### src/hw/rtl/hst_pkg.sv
// Package: shared types and constants of the stroke transform
package hst_pkg;

  typedef enum logic [1:0] {
    CMD_START  = 2'd0,
    CMD_HEADER = 2'd1,
    CMD_VERTEX = 2'd2,
    CMD_UNUSED = 2'd3
  } cmd_code_t;

  typedef enum logic [2:0] {
    REG_RENDER_MODE  = 3'd0,
    REG_ORIGIN_XY    = 3'd1,
    REG_AXIS_GAINS   = 3'd2,
    REG_ADVANCE_PAD  = 3'd3,
    REG_SHEAR_COEFS  = 3'd4,
    REG_GLYPH_ROT    = 3'd5,
    REG_STRING_ROT   = 3'd6,
    REG_NONE         = 3'd7
  } reg_index_t;

  typedef enum logic [3:0] {
    OP_NOP, OP_LOAD, OP_START, OP_HDR, OP_LIFT, OP_DECODE, OP_SUB, OP_SHX,
    OP_SHY, OP_GPRE, OP_ROTA, OP_ROTB, OP_GPOST, OP_ADD, OP_SAVE, OP_EMIT
  } op_t;

  typedef enum logic [3:0] {
    S_IDLE, S_EXEC, S_SUB, S_SHX, S_SHY, S_GPRE, S_GRA, S_GRB, S_GPOST,
    S_SRA, S_SRB, S_ADD, S_SAVE, S_EMIT
  } state_t;

  typedef struct packed {
    op_t  op;
    logic rot_string;
  } dp_cmd_t;

  typedef struct packed {
    logic [1:0] cmd;
    logic       lift;
    logic       new_path;
    logic [3:0] mode;
    logic       out_free;
  } dp_status_t;

  localparam int         CFG_WIDTH   = 48;
  localparam int         CODE_BIAS   = 82;
  localparam logic [7:0] LIFT_A      = 8'h20;
  localparam logic [7:0] LIFT_B      = 8'h52;
  localparam int         MIN_PAD     = 256;
  localparam int         SHEAR_ONE   = 256;
  localparam int         CFG_IDX_W   = 3;

endpackage

### src/hw/rtl/hst_ctrl.sv
// Controller: sequences load, decode, transform and emit steps
module hst_ctrl (
  input  logic                clk,
  input  logic                rst,
  input  logic                in_valid,
  output logic                in_ready,
  input  hst_pkg::dp_status_t status,
  output hst_pkg::dp_cmd_t    cmd
);

  hst_pkg::state_t state, state_next;
  logic second, second_next;
  logic any;

  always_ff @(posedge clk) begin
    if (rst) begin
      state  <= hst_pkg::S_IDLE;
      second <= 1'b0;
    end else begin
      state  <= state_next;
      second <= second_next;
    end
  end

  always_comb begin
    any            = status.mode != 4'd0;
    state_next     = state;
    second_next    = second;
    in_ready       = 1'b0;
    cmd.op         = hst_pkg::OP_NOP;
    cmd.rot_string = 1'b0;
    unique case (state)
      hst_pkg::S_IDLE: begin
        in_ready = 1'b1;
        if (in_valid) begin
          cmd.op     = hst_pkg::OP_LOAD;
          state_next = hst_pkg::S_EXEC;
        end
      end
      hst_pkg::S_EXEC: begin
        state_next = hst_pkg::S_IDLE;
        unique case (status.cmd)
          hst_pkg::CMD_START:  cmd.op = hst_pkg::OP_START;
          hst_pkg::CMD_HEADER: cmd.op = hst_pkg::OP_HDR;
          hst_pkg::CMD_VERTEX: begin
            if (status.lift) begin
              cmd.op = hst_pkg::OP_LIFT;
            end else begin
              cmd.op = hst_pkg::OP_DECODE;
              if (!status.new_path) begin
                state_next  = hst_pkg::S_SUB;
                second_next = 1'b0;
              end
            end
          end
          default: cmd.op = hst_pkg::OP_NOP;
        endcase
      end
      hst_pkg::S_SUB: begin
        if (any) cmd.op = hst_pkg::OP_SUB;
        state_next = hst_pkg::S_SHX;
      end
      hst_pkg::S_SHX: begin
        if (status.mode[0]) cmd.op = hst_pkg::OP_SHX;
        state_next = hst_pkg::S_SHY;
      end
      hst_pkg::S_SHY: begin
        if (status.mode[1]) cmd.op = hst_pkg::OP_SHY;
        state_next = hst_pkg::S_GPRE;
      end
      hst_pkg::S_GPRE: begin
        if (status.mode[2]) cmd.op = hst_pkg::OP_GPRE;
        state_next = hst_pkg::S_GRA;
      end
      hst_pkg::S_GRA: begin
        if (status.mode[2]) cmd.op = hst_pkg::OP_ROTA;
        state_next = hst_pkg::S_GRB;
      end
      hst_pkg::S_GRB: begin
        if (status.mode[2]) cmd.op = hst_pkg::OP_ROTB;
        state_next = hst_pkg::S_GPOST;
      end
      hst_pkg::S_GPOST: begin
        if (status.mode[2]) cmd.op = hst_pkg::OP_GPOST;
        state_next = hst_pkg::S_SRA;
      end
      hst_pkg::S_SRA: begin
        cmd.rot_string = 1'b1;
        if (status.mode[3]) cmd.op = hst_pkg::OP_ROTA;
        state_next = hst_pkg::S_SRB;
      end
      hst_pkg::S_SRB: begin
        cmd.rot_string = 1'b1;
        if (status.mode[3]) cmd.op = hst_pkg::OP_ROTB;
        state_next = hst_pkg::S_ADD;
      end
      hst_pkg::S_ADD: begin
        if (any) cmd.op = hst_pkg::OP_ADD;
        state_next = second ? hst_pkg::S_EMIT : hst_pkg::S_SAVE;
      end
      hst_pkg::S_SAVE: begin
        cmd.op      = hst_pkg::OP_SAVE;
        second_next = 1'b1;
        state_next  = hst_pkg::S_SUB;
      end
      hst_pkg::S_EMIT: begin
        if (status.out_free) begin
          cmd.op     = hst_pkg::OP_EMIT;
          state_next = hst_pkg::S_IDLE;
        end
      end
      default: state_next = hst_pkg::S_IDLE;
    endcase
  end

endmodule

### config.mk
export PLATFORM = sky130hd
export DESIGN_NAME = hst_ctrl
export DESIGN_NICKNAME = d
export VERILOG_FILES = /design/src/hw/rtl/hst_pkg.sv /design/src/hw/rtl/hst_ctrl.sv
export SDC_FILE = /design/constraint.sdc
export NUM_CORES = 1
export LEC_CHECK = 0
export BUFFER_PORTS_ARGS = -buffer_cell sky130_fd_sc_hd__buf_2
export CORE_AREA = 2 2 39 41
export CTS_CLUSTER_SIZE = 8
export DETAILED_ROUTE_END_ITERATION = 8
export DIE_AREA = 0 0 41 43
export GPL_TIMING_DRIVEN = 0
export PLACE_DENSITY = 0.78
export SKIP_LAST_GASP = 1
export SYNTH_ARGS = -nofsm -noshare
export SYNTH_HDL_FRONTEND = slang
export SYNTH_SLANG_ARGS = --single-unit
export TNS_END_PERCENT = 100
### constraint.sdc
create_clock -name clk -period 2.5 [get_ports clk]
set_input_delay 0.5 -clock clk [delete_from_list [all_inputs] [get_ports clk]]
set_output_delay 0.5 -clock clk [all_outputs]
set_load 0.03 [all_outputs]
==> impl_metrics.env <==
export IMPL_avgSynthCellArea_sq_um=7.87
export IMPL_cap_violations=0
export IMPL_vias_per_cell=6.09
export IMPL_cts_clk_slew_worst_paths_ns=0.04
export IMPL_ctsResizeCount=0
export IMPL_synth_nets=91
export IMPL_postRouteAntennaNets=0
export IMPL_nets=113
export IMPL_start_kind="input pin"
export IMPL_chipHeight_microns=43
export IMPL_grt_total_usage=0.203
export IMPL_ys_warn_count=0
export IMPL_min_to="second$_SDFFE_PP0P_"
export IMPL_min_delay_start="rst"
export IMPL_syn2layout_area_growth_pct=21.1
export IMPL_powerDensity_nw_per_um2=920
export IMPL_first_iter_violations=32
export IMPL_syn_inst=79
export IMPL_timing_worst_setup_path_type="in -> out"
export IMPL_wl_met3_microns=78
export IMPL_initial_core_util=0.449
export IMPL_register_area_sq_um=100
export IMPL_portBuffers=17
export IMPL_ys_flop_type="dfxtp_1"
export IMPL_slew_headroom=0.664
export IMPL_cp_end_kind="output pin"
export IMPL_cts_buffer_depth=2
export IMPL_dieArea_sq_um=1760
export IMPL_htreeDepth=1
export IMPL_rr_endpoint="second$_SDFFE_PP0P_"
export IMPL_cts_setup_buffers=0
export IMPL_wl_met2_microns=780
export IMPL_place_ws_ns=0.355
export IMPL_antenna_found_initial=0
export IMPL_slew_viol_final=0
export IMPL_synthArstFlopShare=0
export IMPL_drive_gt1_frac=0.330
export IMPL_drc=0
export IMPL_dp_cells=112
export IMPL_cp_required_ns=2.00
export IMPL_rr_worst_depth=5
export IMPL_drt_first_pass_iters=4
export IMPL_top_layer_used="met4"
export IMPL_wl_per_cell_microns=13.9
export IMPL_yosysTopAreaCell="dfxtp_1"
export IMPL_crit_fanout=3
export IMPL_skew_ns=0.00267
export IMPL_grt_max_degree=11
export IMPL_status="finished clean"
export IMPL_hold_path_class="in -> reg"
export IMPL_grt_remaining_overflow=0
export IMPL_synth_seq_cells=5
export IMPL_ir_drop_mv=0.374
export IMPL_cts_sinks=5
export IMPL_fp_row_count=14
export IMPL_diodes=0
export IMPL_cts_tree="yes"
export IMPL_grt_pass1_vias=597
export IMPL_num_fill_cells=131
export IMPL_wl_met1_microns=726
export IMPL_grt_pass1_wl_microns=2510
export IMPL_ys_top_cells_by_area="dfxtp_1, buf_6, nand2_1"
export IMPL_ctsRootBufferMaster="clkbuf_4"
export IMPL_r2r_setup_slack_ns=1.19
export IMPL_mappedNetlistArea_sq_um=622
export IMPL_fin_cells=116
export IMPL_die_w_microns=41
export IMPL_synth_edf_count=0
export IMPL_max_freq_mhz=466
export IMPL_fin_ws_ns=0.354
export IMPL_gp_congestion=0.824
export IMPL_cts_hold_buf=0
export IMPL_synth_top_area_share=0.161
export IMPL_critical_path_arrival_ns=1.65
export IMPL_p_leak_uw=0.000309
export IMPL_synth_cell_types=35
export IMPL_synth_most_common_cell="nand2_1"
export IMPL_num_vias=707
export IMPL_power_uw=693
export IMPL_rsz0062_at_grt="false"
export IMPL_min_period_ns=2.15
export IMPL_hold_viol=0
export IMPL_synth_common_cells="nand2_1, nor2_1, buf_6, dfxtp_1, o211ai_1"
export IMPL_clk_latency_ns=0.24
export IMPL_io_pins=18
export IMPL_dpl_hpwl_microns=1230
export IMPL_multi_input_area_sq_um=430
export IMPL_finalCritPeriodShare=0.858
export IMPL_holdPathStages=2
export IMPL_rr_startpoint="state[3]$_SDFFE_PP0P_"
export IMPL_tightest_slew_ns=0.500
export IMPL_cts_made_buffers=3
export IMPL_routed_wl_microns=1610
export IMPL_setup_viol=0
export IMPL_synth_seq_area_share=0.161
export IMPL_setup_tns_ns=0
export IMPL_core_area_sq_um=1380
export IMPL_timing_hold_ws_ns=0.501
sequential cells by signal, indices dropped and copies added, names as in the netlist:
signal / flops
second: 1
state: 4
how the worst max path moves through the flow:
stage          slack [ns]  endpoint                  start
2_1_floorplan        0.58    cmd[3]              status[2]
3_3_place_gp         0.36    cmd[3]              status[1]
3_5_place_dp         0.36    cmd[4]              status[1]
4_1_cts              0.35    cmd[4]              status[1]
5_1_grt              0.20    cmd[1]  state[3]$_SDFFE_PP0P_
6_report             0.35    cmd[3]              status[1]
cells by family (layout without fill, tap and decap cells):
| logic type | count (synthesis) | count (layout) | share of synthesized area |
|---|---|---|---|
| buffers and inverters | 9 | 30 | 0.147 |
| flip-flops | 5 | 5 | 0.161 |
| AND/OR/NAND/NOR | 36 | 36 | 0.328 |
| AO/OA/AOI/OAI | 27 | 27 | 0.332 |
| XOR/XNOR | 1 | 1 | 0.0141 |
| multiplexers | 1 | 1 | 0.0181 |
through the flow:
stage                     utilization  cell area (sq um)
after floorplan                     -                622
after global placement          0.525                727
after detailed placement        0.525                727
after CTS                       0.544                753
after global routing            0.544                753
final                           0.544                753
power breakdown:
part           internal, uW  switching [uW]
clock                  60.2            30.4
sequential             98.6            14.3
combinational           198             291
routing by layer:
| metal | GRT usage | vias up |
|---|---|---|
| met3 | 0.0471 | 5 |
| met5 | 0 | - |
| met2 | 0.313 | 30 |
| met1 | 0.281 | 328 |
| met4 | 0.0400 | 0 |
| li1 | - | 344 |
layout by cell type (no fill, tap or decap), types with 3 or more instances in the layout:
cell,instances
a31oi_1,3
a32oi_1,3
buf_2,17
buf_6,5
clkbuf_4,3
dfxtp_1,5
nand2_1,10
nor2_1,8
nor2b_1,3
o211ai_1,4
o21ai_0,3
area by class of cell:
type	instances	share of cell area
multi-input combinational	65	0.571
tap	16	0.0266
sequential	5	0.133
inverter	2	0.00997
buffer	7	0.111
timing repair buffer	17	0.113
clock buffer	4	0.0349
worst max-delay path, cell delays in order:
cell,delay (ns)
buf_2,0.11
nor4_1,0.47
nor2_1,0.10
o211ai_1,0.19
nand3_1,0.09
buf_2,0.18
Power figures use the tool's default switching activity.
